### src/hdl/gcaw_pkg.sv
`default_nettype none

package gcaw_pkg;

   localparam int FRAC_W     = 16;
   localparam int PIXEL_W    = FRAC_W + 1;
   localparam int LEVELS     = 256;
   localparam int TOP_LEVEL  = LEVELS - 1;
   localparam int STOP_REGS  = 5;
   localparam int STOPS      = 5;
   localparam int MAX_STOPS  = (STOPS < STOP_REGS) ? STOPS : STOP_REGS;
   localparam int SEGS       = STOP_REGS - 1;
   localparam int SEG_W      = $clog2(SEGS);
   localparam int COUNT_W    = 3;
   localparam int CHANNELS   = 3;
   localparam int DIV_STAGES = 4;
   localparam int DIV_STEPS  = 2;

   localparam int CSR_INDEX_W = 3;
   localparam int CSR_DATA_W  = 32;

   localparam logic [CSR_INDEX_W-1:0] REG_STOP_0       = 3'd0;
   localparam logic [CSR_INDEX_W-1:0] REG_STOP_1       = 3'd1;
   localparam logic [CSR_INDEX_W-1:0] REG_STOP_2       = 3'd2;
   localparam logic [CSR_INDEX_W-1:0] REG_STOP_3       = 3'd3;
   localparam logic [CSR_INDEX_W-1:0] REG_STOP_4       = 3'd4;
   localparam logic [CSR_INDEX_W-1:0] REG_STOP_COUNT   = 3'd5;
   localparam logic [CSR_INDEX_W-1:0] REG_PALETTE_MODE = 3'd6;
   localparam logic [CSR_INDEX_W-1:0] REG_ALPHA_WINDOW = 3'd7;

   localparam logic MODE_CONTINUOUS = 1'b0;
   localparam logic MODE_SECTIONS   = 1'b1;

   typedef logic [7:0] level_type;
   typedef logic [CHANNELS-1:0][7:0] rgb_type;

   typedef struct packed {
      rgb_type   [SEGS-1:0] seg_start;
      rgb_type   [SEGS-1:0] seg_end;
      level_type [SEGS-1:0] seg_pos;
      level_type [SEGS-1:0] seg_span;
      logic      [SEGS-1:0] seg_live;
      rgb_type              top_rgb;
      logic                 mode;
      level_type            win_lo;
      level_type            win_hi;
   } cfg_type;

   typedef struct packed {
      rgb_type                    base;
      logic [CHANNELS-1:0][8:0]   diff;
      level_type                  off;
      level_type                  span;
      logic                       alpha;
   } seg_type;

   typedef struct packed {
      rgb_type                    base;
      logic [CHANNELS-1:0]        neg;
      rgb_type                    rem;
      rgb_type                    low;
      rgb_type                    quo;
      level_type                  span;
      logic                       alpha;
   } div_type;

endpackage

`default_nettype wire

### src/hdl/gcaw_ifs.sv
`default_nettype none

interface gcaw_req_if;
   import gcaw_pkg::*;
   logic               valid;
   logic               ready;
   logic [PIXEL_W-1:0] pixel_value;
   modport source (output valid, output pixel_value, input ready);
   modport sink (input valid, input pixel_value, output ready);
endinterface

interface gcaw_rsp_if;
   import gcaw_pkg::*;
   logic       valid;
   logic       ready;
   logic [7:0] red;
   logic [7:0] green;
   logic [7:0] blue;
   logic [7:0] alpha;
   modport source (output valid, output red, output green, output blue, output alpha,
                   input ready);
   modport sink (input valid, input red, input green, input blue, input alpha,
                 output ready);
endinterface

interface gcaw_csr_if;
   import gcaw_pkg::*;
   logic                   valid;
   logic                   ready;
   logic [CSR_INDEX_W-1:0] index;
   logic [CSR_DATA_W-1:0]  data;
   modport source (output valid, output index, output data, input ready);
   modport sink (input valid, input index, input data, output ready);
endinterface

`default_nettype wire

### src/hdl/gcaw_front.sv
`default_nettype none

module gcaw_front (
   input  logic                          clock,
   input  logic                          reset,
   input  gcaw_pkg::cfg_type             cfg,
   input  logic                          in_valid,
   output logic                          in_ready,
   input  logic [gcaw_pkg::PIXEL_W-1:0]  pixel_value,
   output logic                          out_valid,
   input  logic                          out_ready,
   output gcaw_pkg::seg_type             out_data
);
   import gcaw_pkg::*;

   logic [PIXEL_W+7:0]  scaled;
   logic [PIXEL_W-9:0]  whole;
   logic [PIXEL_W-8:0]  rounded;
   logic                round_up;
   level_type           level_in;
   level_type           level_ff;
   logic                level_valid_ff;
   logic                level_ready;

   logic [SEG_W-1:0]    seg;
   rgb_type             start_rgb;
   rgb_type             end_rgb;
   logic                flat;
   logic                alpha;
   seg_type             seg_in;
   seg_type             seg_ff;
   logic                seg_valid_ff;
   logic                seg_ready;

   // Gray level: pixel_value * 255 / 2^16, rounded half to even, saturated.
   always_comb begin
      scaled   = {pixel_value, 8'd0} - (PIXEL_W + 8)'(pixel_value);
      whole    = scaled[PIXEL_W+7:FRAC_W];
      round_up = (scaled[FRAC_W-1:0] > {1'b1, {(FRAC_W-1){1'b0}}})
              || ((scaled[FRAC_W-1:0] == {1'b1, {(FRAC_W-1){1'b0}}}) && whole[0]);
      rounded  = {1'b0, whole} + (PIXEL_W - 7)'(round_up);
      level_in = (rounded > (PIXEL_W - 7)'(TOP_LEVEL)) ? level_type'(TOP_LEVEL)
                                                       : rounded[7:0];
   end

   assign level_ready = !level_valid_ff || seg_ready;
   assign in_ready    = level_ready;

   always_ff @(posedge clock) begin
      if (reset) begin
         level_valid_ff <= 1'b0;
      end else if (level_ready) begin
         level_valid_ff <= in_valid;
      end
      if (in_valid && level_ready) begin
         level_ff <= level_in;
      end
   end

   // Segment search, colour selection and the window test.
   always_comb begin
      seg = '0;
      for (int j = 0; j < SEGS; j++) begin
         if (cfg.seg_live[j] && (level_ff >= cfg.seg_pos[j])) begin
            seg = seg + SEG_W'(1);
         end
      end
      start_rgb = cfg.seg_start[seg];
      end_rgb   = cfg.seg_end[seg];
      flat      = (level_ff == level_type'(TOP_LEVEL)) || (cfg.mode == MODE_SECTIONS);

      if (cfg.win_lo <= cfg.win_hi) begin
         alpha = (level_ff >= cfg.win_lo) && (level_ff <= cfg.win_hi);
      end else begin
         alpha = (level_ff > cfg.win_lo) || (level_ff < cfg.win_hi);
      end

      seg_in.base  = (level_ff == level_type'(TOP_LEVEL)) ? cfg.top_rgb : start_rgb;
      seg_in.off   = level_ff - cfg.seg_pos[seg];
      seg_in.span  = cfg.seg_span[seg];
      seg_in.alpha = alpha;
      for (int c = 0; c < CHANNELS; c++) begin
         seg_in.diff[c] = flat ? 9'd0 : ({1'b0, end_rgb[c]} - {1'b0, start_rgb[c]});
      end
   end

   assign seg_ready = !seg_valid_ff || out_ready;

   always_ff @(posedge clock) begin
      if (reset) begin
         seg_valid_ff <= 1'b0;
      end else if (seg_ready) begin
         seg_valid_ff <= level_valid_ff;
      end
      if (level_valid_ff && seg_ready) begin
         seg_ff <= seg_in;
      end
   end

   assign out_valid = seg_valid_ff;
   assign out_data  = seg_ff;

endmodule

`default_nettype wire

### src/hdl/gcaw_mul.sv
`default_nettype none

module gcaw_mul (
   input  logic              clock,
   input  logic              reset,
   input  logic              in_valid,
   output logic              in_ready,
   input  gcaw_pkg::seg_type in_data,
   output logic              out_valid,
   input  logic              out_ready,
   output gcaw_pkg::div_type out_data
);
   import gcaw_pkg::*;

   logic [7:0]  mag;
   logic [15:0] prod;
   div_type     mul_in;
   div_type     mul_ff;
   logic        valid_ff;

   // The product magnitude is split into the partial remainder (high byte)
   // and the dividend bits still to be brought down (low byte).
   always_comb begin
      mul_in.base  = in_data.base;
      mul_in.span  = in_data.span;
      mul_in.alpha = in_data.alpha;
      mag  = '0;
      prod = '0;
      for (int c = 0; c < CHANNELS; c++) begin
         mag  = in_data.diff[c][8] ? (~in_data.diff[c][7:0] + 8'd1) : in_data.diff[c][7:0];
         prod = 16'(mag) * 16'(in_data.off);
         mul_in.neg[c] = in_data.diff[c][8];
         mul_in.rem[c] = prod[15:8];
         mul_in.low[c] = prod[7:0];
         mul_in.quo[c] = '0;
      end
   end

   assign in_ready = !valid_ff || out_ready;

   always_ff @(posedge clock) begin
      if (reset) begin
         valid_ff <= 1'b0;
      end else if (in_ready) begin
         valid_ff <= in_valid;
      end
      if (in_valid && in_ready) begin
         mul_ff <= mul_in;
      end
   end

   assign out_valid = valid_ff;
   assign out_data  = mul_ff;

endmodule

`default_nettype wire

### src/hdl/gcaw_div_stage.sv
`default_nettype none

module gcaw_div_stage (
   input  logic              clock,
   input  logic              reset,
   input  logic              in_valid,
   output logic              in_ready,
   input  gcaw_pkg::div_type in_data,
   output logic              out_valid,
   input  logic              out_ready,
   output gcaw_pkg::div_type out_data
);
   import gcaw_pkg::*;

   logic [8:0] trial;
   logic       take;
   div_type    step_in;
   div_type    step_ff;
   logic       valid_ff;

   // Restoring division, a fixed number of quotient bits per stage.
   always_comb begin
      step_in = in_data;
      trial   = '0;
      take    = 1'b0;
      for (int k = 0; k < DIV_STEPS; k++) begin
         for (int c = 0; c < CHANNELS; c++) begin
            trial = {step_in.rem[c], step_in.low[c][7]};
            take  = trial >= {1'b0, step_in.span};
            step_in.rem[c] = take ? 8'(trial - {1'b0, step_in.span}) : trial[7:0];
            step_in.low[c] = {step_in.low[c][6:0], 1'b0};
            step_in.quo[c] = {step_in.quo[c][6:0], take};
         end
      end
   end

   assign in_ready = !valid_ff || out_ready;

   always_ff @(posedge clock) begin
      if (reset) begin
         valid_ff <= 1'b0;
      end else if (in_ready) begin
         valid_ff <= in_valid;
      end
      if (in_valid && in_ready) begin
         step_ff <= step_in;
      end
   end

   assign out_valid = valid_ff;
   assign out_data  = step_ff;

endmodule

`default_nettype wire

### src/hdl/gcaw_out.sv
`default_nettype none

module gcaw_out (
   input  logic              clock,
   input  logic              reset,
   input  logic              in_valid,
   output logic              in_ready,
   input  gcaw_pkg::div_type in_data,
   gcaw_rsp_if.source        rsp
);
   import gcaw_pkg::*;

   logic [7:0] quot;
   rgb_type    rgb_in;
   rgb_type    rgb_ff;
   logic       alpha_ff;
   logic       valid_ff;

   // A negative product is divided with rounding towards minus infinity,
   // so a nonzero remainder raises the magnitude of the quotient by one.
   always_comb begin
      quot = '0;
      for (int c = 0; c < CHANNELS; c++) begin
         quot = in_data.quo[c] + 8'(in_data.neg[c] && (in_data.rem[c] != 8'd0));
         rgb_in[c] = in_data.neg[c] ? (in_data.base[c] - quot) : (in_data.base[c] + quot);
      end
   end

   assign in_ready = !valid_ff || rsp.ready;

   always_ff @(posedge clock) begin
      if (reset) begin
         valid_ff <= 1'b0;
      end else if (in_ready) begin
         valid_ff <= in_valid;
      end
      if (in_valid && in_ready) begin
         rgb_ff   <= rgb_in;
         alpha_ff <= in_data.alpha;
      end
   end

   assign rsp.valid = valid_ff;
   assign rsp.red   = rgb_ff[2];
   assign rsp.green = rgb_ff[1];
   assign rsp.blue  = rgb_ff[0];
   assign rsp.alpha = alpha_ff ? 8'hFF : 8'h00;

endmodule

`default_nettype wire

### src/hdl/gradient_colormap_alpha_window_core.sv
`default_nettype none

// Channel   Direction  Payload                        Handshake
// req_bus   in         pixel_value[16:0]              valid / ready
// rsp_bus   out        red, green, blue, alpha [7:0]  valid / ready
// csr_bus   in         index[2:0], data[31:0]         valid / ready (always ready)
//
// One transaction is accepted per clock while the pipeline is not stalled; a
// result passes through registered stages for gray level, segment search,
// product, four division stages of two bits each and the output register.
// Reset is synchronous and empties every stage. Each stage holds its item
// while the one after it is full and stalled, so bubbles are squeezed out.

module gradient_colormap_alpha_window_core (
   input  logic        clock,
   input  logic        reset,
   gcaw_req_if.sink    req_bus,
   gcaw_rsp_if.source  rsp_bus,
   gcaw_csr_if.sink    csr_bus
);
   import gcaw_pkg::*;

   logic [31:0]        stop_ff [STOP_REGS];
   logic [COUNT_W-1:0] count_ff;
   logic               mode_ff;
   logic [15:0]        window_ff;

   logic [COUNT_W-1:0] n_stops;
   level_type          pos [STOP_REGS];
   level_type          pick;
   level_type          span;
   rgb_type            last_rgb;
   rgb_type            prev_rgb;
   cfg_type            cfg_in;
   cfg_type            cfg_ff;

   logic               seg_valid;
   logic               seg_ready;
   seg_type            seg_data;
   logic               div_valid [DIV_STAGES+1];
   logic               div_ready [DIV_STAGES+1];
   div_type            div_data  [DIV_STAGES+1];

   assign csr_bus.ready = 1'b1;

   always_ff @(posedge clock) begin
      if (reset) begin
         for (int i = 0; i < STOP_REGS; i++) begin
            stop_ff[i] <= (i == 1) ? 32'hFFFF_0000 : 32'h0000_0000;
         end
         count_ff   <= 3'd2;
         mode_ff    <= MODE_CONTINUOUS;
         window_ff  <= 16'hFF00;
      end else if (csr_bus.valid) begin
         unique case (csr_bus.index)
            REG_STOP_0:       stop_ff[0] <= csr_bus.data;
            REG_STOP_1:       stop_ff[1] <= csr_bus.data;
            REG_STOP_2:       stop_ff[2] <= csr_bus.data;
            REG_STOP_3:       stop_ff[3] <= csr_bus.data;
            REG_STOP_4:       stop_ff[4] <= csr_bus.data;
            REG_STOP_COUNT:   count_ff   <= csr_bus.data[COUNT_W-1:0];
            REG_PALETTE_MODE: mode_ff    <= csr_bus.data[0];
            REG_ALPHA_WINDOW: window_ff  <= csr_bus.data[15:0];
         endcase
      end
   end

   // Segment table derived from the registers: the first stop sits at level
   // zero, the last one in use at the top level, and positions never fall.
   always_comb begin
      if (count_ff < 3'd2) begin
         n_stops = 3'd2;
      end else if (count_ff > COUNT_W'(MAX_STOPS)) begin
         n_stops = COUNT_W'(MAX_STOPS);
      end else begin
         n_stops = count_ff;
      end

      pos[0] = '0;
      for (int i = 1; i < STOP_REGS; i++) begin
         pick   = (COUNT_W'(i) == n_stops - 3'd1) ? level_type'(TOP_LEVEL)
                                                  : stop_ff[i][31:24];
         pos[i] = (pick > pos[i-1]) ? pick : pos[i-1];
      end

      last_rgb = '0;
      prev_rgb = '0;
      for (int i = 0; i < STOP_REGS; i++) begin
         if (COUNT_W'(i) == n_stops - 3'd1) begin
            last_rgb = stop_ff[i][23:0];
         end
         if (COUNT_W'(i) == n_stops - 3'd2) begin
            prev_rgb = stop_ff[i][23:0];
         end
      end

      span = '0;
      for (int j = 0; j < SEGS; j++) begin
         span               = pos[j+1] - pos[j];
         cfg_in.seg_start[j] = stop_ff[j][23:0];
         cfg_in.seg_end[j]   = stop_ff[j+1][23:0];
         cfg_in.seg_pos[j]   = pos[j];
         cfg_in.seg_span[j]  = (span == 8'd0) ? 8'd1 : span;
         cfg_in.seg_live[j]  = (j != 0) && (COUNT_W'(j) + 3'd2 <= n_stops);
      end
      cfg_in.top_rgb = (mode_ff == MODE_SECTIONS) ? prev_rgb : last_rgb;
      cfg_in.mode    = mode_ff;
      cfg_in.win_lo  = window_ff[7:0];
      cfg_in.win_hi  = window_ff[15:8];
   end

   always_ff @(posedge clock) begin
      cfg_ff <= cfg_in;
   end

   gcaw_front u_front (
      .clock       (clock),
      .reset       (reset),
      .cfg         (cfg_ff),
      .in_valid    (req_bus.valid),
      .in_ready    (req_bus.ready),
      .pixel_value (req_bus.pixel_value),
      .out_valid   (seg_valid),
      .out_ready   (seg_ready),
      .out_data    (seg_data)
   );

   gcaw_mul u_mul (
      .clock     (clock),
      .reset     (reset),
      .in_valid  (seg_valid),
      .in_ready  (seg_ready),
      .in_data   (seg_data),
      .out_valid (div_valid[0]),
      .out_ready (div_ready[0]),
      .out_data  (div_data[0])
   );

   for (genvar g = 0; g < DIV_STAGES; g++) begin : g_div
      gcaw_div_stage u_div_stage (
         .clock     (clock),
         .reset     (reset),
         .in_valid  (div_valid[g]),
         .in_ready  (div_ready[g]),
         .in_data   (div_data[g]),
         .out_valid (div_valid[g+1]),
         .out_ready (div_ready[g+1]),
         .out_data  (div_data[g+1])
      );
   end

   gcaw_out u_out (
      .clock    (clock),
      .reset    (reset),
      .in_valid (div_valid[DIV_STAGES]),
      .in_ready (div_ready[DIV_STAGES]),
      .in_data  (div_data[DIV_STAGES]),
      .rsp      (rsp_bus)
   );

   a_span_nonzero : assert property (@(posedge clock) disable iff (reset)
      seg_valid |-> (seg_data.span != 8'd0))
      else $error("Segment span of zero reached the multiplier.");

   a_quotient_fits : assert property (@(posedge clock) disable iff (reset)
      div_valid[0] |-> ((div_data[0].rem[0] < div_data[0].span)
                     && (div_data[0].rem[1] < div_data[0].span)
                     && (div_data[0].rem[2] < div_data[0].span)))
      else $error("Product too large for an eight-bit quotient.");

   a_remainder_bound : assert property (@(posedge clock) disable iff (reset)
      div_valid[DIV_STAGES] |-> ((div_data[DIV_STAGES].rem[0] < div_data[DIV_STAGES].span)
                              && (div_data[DIV_STAGES].rem[1] < div_data[DIV_STAGES].span)
                              && (div_data[DIV_STAGES].rem[2] < div_data[DIV_STAGES].span)))
      else $error("Final remainder not below the span.");

endmodule

`default_nettype wire
### src/flat_wrapper.sv
// flat-port wrapper written by rule: the top's interface ports become plain ports
module gradient_colormap_alpha_window_core_flat import gcaw_pkg::*;
  (clock, reset, req_bus_valid, req_bus_pixel_value, req_bus_ready, rsp_bus_valid, rsp_bus_red, rsp_bus_green, rsp_bus_blue, rsp_bus_alpha, rsp_bus_ready, csr_bus_valid, csr_bus_index, csr_bus_data, csr_bus_ready);
  gcaw_req_if req_bus_i ();
  gcaw_rsp_if rsp_bus_i ();
  gcaw_csr_if csr_bus_i ();
  input  logic clock;
  input  logic reset;
  input wire logic [$bits(req_bus_i.valid)-1:0] req_bus_valid;
  input wire logic [$bits(req_bus_i.pixel_value)-1:0] req_bus_pixel_value;
  output wire logic [$bits(req_bus_i.ready)-1:0] req_bus_ready;
  output wire logic [$bits(rsp_bus_i.valid)-1:0] rsp_bus_valid;
  output wire logic [$bits(rsp_bus_i.red)-1:0] rsp_bus_red;
  output wire logic [$bits(rsp_bus_i.green)-1:0] rsp_bus_green;
  output wire logic [$bits(rsp_bus_i.blue)-1:0] rsp_bus_blue;
  output wire logic [$bits(rsp_bus_i.alpha)-1:0] rsp_bus_alpha;
  input wire logic [$bits(rsp_bus_i.ready)-1:0] rsp_bus_ready;
  input wire logic [$bits(csr_bus_i.valid)-1:0] csr_bus_valid;
  input wire logic [$bits(csr_bus_i.index)-1:0] csr_bus_index;
  input wire logic [$bits(csr_bus_i.data)-1:0] csr_bus_data;
  output wire logic [$bits(csr_bus_i.ready)-1:0] csr_bus_ready;
  assign req_bus_i.valid = req_bus_valid;
  assign req_bus_i.pixel_value = req_bus_pixel_value;
  assign req_bus_ready = req_bus_i.ready;
  assign rsp_bus_valid = rsp_bus_i.valid;
  assign rsp_bus_red = rsp_bus_i.red;
  assign rsp_bus_green = rsp_bus_i.green;
  assign rsp_bus_blue = rsp_bus_i.blue;
  assign rsp_bus_alpha = rsp_bus_i.alpha;
  assign rsp_bus_i.ready = rsp_bus_ready;
  assign csr_bus_i.valid = csr_bus_valid;
  assign csr_bus_i.index = csr_bus_index;
  assign csr_bus_i.data = csr_bus_data;
  assign csr_bus_ready = csr_bus_i.ready;
  gradient_colormap_alpha_window_core u_core (.clock(clock), .reset(reset), .req_bus(req_bus_i), .rsp_bus(rsp_bus_i), .csr_bus(csr_bus_i));
endmodule
### config.mk
export PLATFORM = sky130hd
export DESIGN_NAME = gradient_colormap_alpha_window_core_flat
export DESIGN_NICKNAME = d
export VERILOG_FILES = /design/src/hdl/gcaw_pkg.sv /design/src/hdl/gcaw_ifs.sv /design/src/hdl/gcaw_front.sv /design/src/hdl/gcaw_mul.sv /design/src/hdl/gcaw_div_stage.sv /design/src/hdl/gcaw_out.sv /design/src/hdl/gradient_colormap_alpha_window_core.sv /design/src/flat_wrapper.sv
export SDC_FILE = /design/constraint.sdc
export NUM_CORES = 2
export LEC_CHECK = 0
export ABC_AREA = 1
export BUFFER_PORTS_ARGS = -buffer_cell sky130_fd_sc_hd__buf_4
export CORE_MARGIN = 5
export CORE_UTILIZATION = 43
export CTS_CLUSTER_DIAMETER = 120
export DETAILED_ROUTE_END_ITERATION = 8
export PLACE_DENSITY_LB_ADDON = 0.15
export SYNTH_ARGS = -nofsm -noshare
export SYNTH_HDL_FRONTEND = slang
export SYNTH_SLANG_ARGS = --single-unit
### constraint.sdc
create_clock -name clock -period 9.2 [get_ports clock]
set_input_delay 0.46 -clock clock [delete_from_list [all_inputs] [get_ports clock]]
set_output_delay 0.46 -clock clock [all_outputs]
set_load 0.05 [all_outputs]
# After elaboration in Yosys (flattened, before gate mapping)
# Memories as Yosys holds them, arrays and structs flattened.
# Cells that the tools add are included.
[classes]
n_eq_ne = 17
multipliers = 3
n_reduce_logical = 48
bitwise = 8
n_addsub = 49
muxes = 92
n_lt_le_gt_ge = 44
[op_table]
columns = ["operator", "n"]
rows = [
  ["$mux W24", 14],
  ["$mux W8", 41],
  ["$sub A8 B8 Y8", 31],
  ["$ge A9 B8 Y1", 24],
  ["$mux W32", 5],
  ["$bmux W24 S2", 2],
  ["$mul A8 B8 Y16", 3],
  ["$bmux W8 S2", 2],
  ["$ge A8 B8 Y1", 4],
  ["$gt A8 B8 Y1", 4],
  ["$logic_not A8 Y1", 4],
  ["$sub A8 B8 Y9", 3],
  ["$sub A25 B17 Y25", 1],
  ["$add A8 B1 Y8", 3],
  ["$add A8 B1 Y8 const B", 3],
  ["$add A8 B8 Y8", 3],
  ["$mux W1", 24],
  ["$not A8 Y8", 3],
  ["$reduce_bool A8 Y1", 3],
  ["$eq A16 B16 Y1 const B", 1],
  ["$gt A16 B16 Y1 const B", 1],
  ["$le A8 B8 Y1", 2],
  ["$logic_and A1 B1 Y1", 16],
  ["$eq A2 B3 Y1 const A", 4],
  ["other kinds (25)", 60],
]
[word_totals]
mem_count = 1
wordCells = 384
out_inout_bits = 35
regBits = 761
ramBits = 160
input_bits = 57
[memory_table]
columns = ["memory", "depth", "width", "read_ports", "rd_clocked_by_memory_dff", "wr", "line_no", "source"]
rows = [
  ["u_core.stop_ff", 5, 32, 5, 0, 5, "gradient_colormap_alpha_window_core.sv:23", "logic [31:0] stop_ff [STOP_REGS];"],
]

# Logic depth before layout (Yosys ltp)
[logic_depth]
ltp_word = 16
ltp_mapped = 61
ltp_nobuf = 57

# Modules after synthesis
# From an unflattened synthesis, not the netlist that was laid out.
[unflattened]
cells_unflattened = 6832
area_unflattened_um2 = 60949.7
[modules_own_cells]
columns = ["mod", "n_inst", "cells_each", "area_each_um2", "seq_area_each_um2"]
rows = [
  ["gradient_colormap_alpha_window_core", 1, 1173, 13685.6, 9369.0],
  ["gcaw_div_stage at u_core.g_div[1].u_div_stage ...", 2, 653, 6383.6, 3083.0],
  ["gcaw_mul", 1, 1270, 10187.3, 2542.4],
  ["gcaw_front", 1, 1431, 9095.0, 2322.2],
  ["gcaw_div_stage at u_core.g_div[3].u_div_stage", 1, 658, 6288.5, 3083.0],
  ["gcaw_div_stage at u_core.g_div[0].u_div_stage", 1, 632, 6163.4, 3083.0],
  ["gcaw_out", 1, 362, 2762.6, 770.7],
]

# Least setup slack after synthesis
# OpenSTA, ideal clock, no wires.
[synth_timing]
path_type = "register to register"
from = "register u_core.count_ff[0]"
to = "register u_core.cfg_ff[69] (netlist name)"
period_less_slack_ps = 7658
slack_ps = 1542
required_time_ps = 9142
path_buffers = 6
stages_incl_launch_ff = 58
setup_ps = 58
arrival_time_ps = 7600
path_cell_list = "dfxtp_1 nor2_4 inv_2 nor2_4 clkbuf_1 ha_1 nor2_1 clkbuf_1 clkbuf_1 nor2_1 ha_1 inv_1 nand2_1 nand2_1 nand2_1 nand2_1 nand2_1 nand2_1 [22 not listed] nand2_1 nand2_1 nand2_2 buf_6 o21ai_1 ha_1 inv_1 fa_1 a21o_1 a21oi_1 nor2_1 o21ai_0 nand2_1 xor2_1 nand3_1 nor2_1 nand3_1 nand2_1"
[synth_lines]
columns = ["element", "line_no", "source"]
rows = [
  ["from (decl)", "gradient_colormap_alpha_window_core.sv:24", "logic [COUNT_W-1:0] count_ff;"],
  ["from (signal assigned)", "gradient_colormap_alpha_window_core.sv:61", "REG_STOP_COUNT: count_ff <= csr_bus.data[COUNT_W-1:0];"],
  ["to (signal assigned)", "gradient_colormap_alpha_window_core.sv:113", "cfg_ff <= cfg_in;"],
  ["to (decl)", "gradient_colormap_alpha_window_core.sv:35", "cfg_type cfg_ff;"],
]

==> run summary <==
The flow ran to the end, and the final reports show no timing, DRC or antenna violations. Summed over all nets, the switching power comes to 5170 uW. The tools report the setup slack on the worst flop-to-flop path as 1.47 ns. The routability congestion estimate was 0.856. The slowest stage of the critical path is the sky130_fd_sc_hd__fa_1 cell. Number of buffers inserted during clock tree synthesis: 97. The half-perimeter wire length after detailed placement was 94200 um.

Critical path start-end classification: reg -> reg. The clock network accounts for 26.2% of the total power. The layout filler cell count is 11200. The worst path uses 84.1% of the clock period. The total internal power is 9520 uW, and the number of sinks handled by clock tree synthesis is 913. The first detailed-routing pass ran for 6 iterations. The transition time at the pin with the least slew margin is 1.08 ns, and the fraction of power consumed by sequential logic is 36.1%.

The critical path data arrival time is 8.35 ns. For this run, the share of the core covered by cells in the final layout is 48.0%. The run gives 0 as the global-route congestion overflow total.

Summed over all cells, the static leakage comes to 0.0248 uW. Net switching is 35.2% of the power. The cell that appears most often on the critical path is sky130_fd_sc_hd__nand2_1. The core region is 119000 um^2. In this run, the combinational gates consume 37.7% of the power. The count of nets left with antenna violations once routing finished came out at 0. The worst setup path is launched from a flip-flop. After routing, the total negative slack on setup checks comes to 0 ns. Setup violations remaining at the end of the flow were counted as 0. For this run, the top clock speed supported by timing is 0.129 GHz.

By area the synthesized netlist is led by sky130_fd_sc_hd__edfxtp_1 (39%), sky130_fd_sc_hd__ha_1 (11%), sky130_fd_sc_hd__dfxtp_1 (9.6%). VDD sags by at most 0.199 mV. The top-area cell type share of the netlist area was 38.7%; the detailed-route vias per instance was 5.04. The tools report the total wire length as 125000 um.

The sequential cell area came out at 24900 um^2. Width of the die: 356 um. Number of nets at the end of the flow: 6024. Combined area of all synthesized cells: 51600 um^2. The tools report the number of antenna violations at the first check in global routing as 0. Counting flops with an async set or reset pin after synthesis yields a share of 0%.

The post-route netlist has 6.71% of its cells at a drive strength greater than 1. The hold violation count in the final report is 0, and the effective utilization at floorplan is 43.2%. Number of violations reported at the end of detailed-routing iteration 0: 2356.

Average wire length per cell after detail routing: 17.7 um. The tightest min-delay check is of the in -> reg type. The H-tree generated during clock tree synthesis spans 3 levels. The detailed router placed 35500 vias in this run. Commonest non-fill, non-tap cell in the layout: sky130_fd_sc_hd__inv_1.

The cell taking the most area after synthesis was sky130_fd_sc_hd__edfxtp_1. Along the worst path, the maximum fanout reaches 18. The wire length of the first global-routing pass was 196000 um; the number of slew-limit violations in the final report was 0.

Yosys printed 0 warnings. The mean cell area of the mapped netlist was 9.81 um^2; the power per cell area was 256 nW/um^2. The largest single stage delay on the critical path is 0.40 ns. The worst setup path is captured at a flip-flop. The library cells used most frequently in the layout, excluding fill and tap cells, are sky130_fd_sc_hd__inv_1 (763), sky130_fd_sc_hd__nand2_1 (740), sky130_fd_sc_hd__edfxtp_1 (665), sky130_fd_sc_hd__nor2_1 (506), sky130_fd_sc_hd__ha_1 (470).

Hold is met by 0.0479 ns. The run gives 0 as the count of max-cap constraint violations. Flip-flop cell with the highest count after synthesis: sky130_fd_sc_hd__edfxtp_1. In the routed design, unresolved DRC markers number 0. The clock insertion delay at the later pin of the skew report was 0.69 ns; the clock input transition at the sequential cells of the worst setup and hold paths was 0.06 ns.

The placement row count was 127. Critical path data required time: 9.81 ns. Setup repair after global routing left no endpoint under its margin. The height of the die is 356 um, and the total of buffers placed on input and output ports is 90.

The critical path's top delay family is simple AND/OR/NAND/NOR gates. TritonCTS built the clock tree. For this run, the total global-route usage over all layers was measured as 19.6%. The clock period could shrink to 7.73 ns. The CTS root buffer is sky130_fd_sc_hd__clkbuf_16. Synthesis produced 5258 cells. The layout overhead on the synthesized area came out at 11.1%. The die covers 127000 um^2. The net count after synthesis was 5927. The number of buffers and inverters on the critical path is 9. The synthesized flop and latch total came out at 913. The tools report the multi-input logic area as 23200 um^2.

The top-level port count was 92. Entering global routing, the biggest net connects 85 pins. The via count of the first global-routing pass is 35100, and the number of unique standard cell types used by synthesis is 61. The synthesized design contains 665 enable-type register cells.

In this run the tightest slew margin relative to its limit is 27.9%. Across the routed clock network, the largest skew measured is 0.0325 ns. The sequential cell area fraction in the yosys report came out at 48.3%. Counting along the longest clock path gives a buffer depth of 3.
## layout make-up
| cell class | count | share of cell area, % |
|---|---|---|
| Sequential cell | 913 | 43.5 |
| Antenna cell | 1 | 0.00437 |
| Tap cell | 1612 | 3.52 |
| Clock inverter | 61 | 0.980 |
| Timing Repair Buffer | 137 | 1.80 |
| Inverter | 779 | 5.11 |
| Multi-Input combinational cell | 3427 | 40.5 |
| Clock buffer | 123 | 4.54 |
## cells by family (layout without fill, tap and decap cells)
| kind of cell | after synthesis | after routing | synth area share (%) |
|---|---|---|---|
| AOI/OAI and AO/OA | 1034 | 1034 | 11.2 |
| xor gates and xnor gates | 265 | 265 | 4.50 |
| adders and majority gates | 612 | 612 | 16.9 |
| buffers and inverters | 918 | 1100 | 6.79 |
| DFF | 913 | 913 | 48.3 |
| muxes | 11 | 11 | 0.238 |
| other | 1 | 2 | 0.00727 |
| and+or+nand+nor | 1504 | 1504 | 12.0 |
## worst reg2reg max path, delay by kind of cell (launching register included)
kind	cells	cell delay, ns
DFF	1	0.37
buffers and inverters	9	1.47
adders and majority gates	5	1.46
and+or+nand+nor	28	3.03
xor gates and xnor gates	1	0.18
AOI/OAI and AO/OA	6	1.21
## Yosys cell counts (71+ instances only)
library cell and instances:
sky130_fd_sc_hd__clkbuf_1 108, sky130_fd_sc_hd__inv_1 768, sky130_fd_sc_hd__xnor2_1 89, sky130_fd_sc_hd__fa_1 142
sky130_fd_sc_hd__nor2_1 510, sky130_fd_sc_hd__a21oi_1 325, sky130_fd_sc_hd__edfxtp_1 665, sky130_fd_sc_hd__xor2_1 176
sky130_fd_sc_hd__o21ai_0 440, sky130_fd_sc_hd__nand2_1 741, sky130_fd_sc_hd__ha_1 470, sky130_fd_sc_hd__dfxtp_1 248
sky130_fd_sc_hd__nand3_1 71
## per-stage QoR
step           power (uW)  std cells  worst slack, ns  instance area, um^2
2_1_floorplan        9580       5258             1.54                51600
5_1_grt             15900       7052            0.408                57300
6_report            14700       7053             1.47                57300
3_5_place_dp        11000       6866             1.50                54100
3_3_place_gp        10900       6866             1.55                54100
4_1_cts             14900       7052             1.44                57300
## per-layer routing
metal | part of all wire [%] | up-vias | global-route usage [%]
met5 | 0 | - | 0
met4 | 2.5 | 0 | 4.95
met3 | 4.2 | 187 | 2.55
met2 | 49 | 760 | 34.7
met1 | 44 | 16600 | 25.5
li1 | - | 18000 | -
## final timing paths
check	start	to	depth (start not counted)
setup / recovery	u_core.count_ff[2]	u_core.cfg_ff[69]	49
hold / removal	csr_bus_data[1]	u_core.count_ff[1]	3
setup reg to reg	u_core.count_ff[2]	u_core.cfg_ff[69]	49
hold reg to reg	u_core.window_ff[5]	u_core.cfg_ff[13]	0
## sequential cells by signal, summed over array words and instances, names as in the netlist
signal / cells
u_core.u_mul.out_data: 84
u_core.cfg_ff: 220
u_core.g_div.u_div_stage.out_data: 328
u_core.u_out.alpha_ff: 1
u_core.u_out.rsp.green: 8
u_core.u_mul.out_valid: 1
u_core.u_front.out_data: 68
u_core.u_out.rsp.blue: 8
u_core.u_out.rsp.valid: 1
u_core.window_ff: 16
u_core.u_front.out_valid: 1
u_core.u_front.level_ff: 8
u_core.u_out.rsp.red: 8
u_core.mode_ff: 1
u_core.count_ff: 3
u_core.stop_ff: 152
u_core.u_front.level_valid_ff: 1
u_core.g_div.u_div_stage.out_valid: 4
## power by group through the flow
stage | Sequential (uW) | Combinational [uW] | Clock [uW]
global route | 5340 | 6430 | 4140
floorplan | 5260 | 4310 | 0
finish | 5300 | 5540 | 3850
CTS | 5310 | 5610 | 3960
global placement | 5390 | 5520 | 0
detailed placement | 5390 | 5560 | 0
## what timing repair did
item	4_1_cts	5_1_grt
hold buffers	2	0
endpoints found under the setup margin	0	0
resized for setup	0	0
hold endpoints to repair	2	0
setup buffers	0	0
Note: power is estimated with default switching activity, not from simulation.
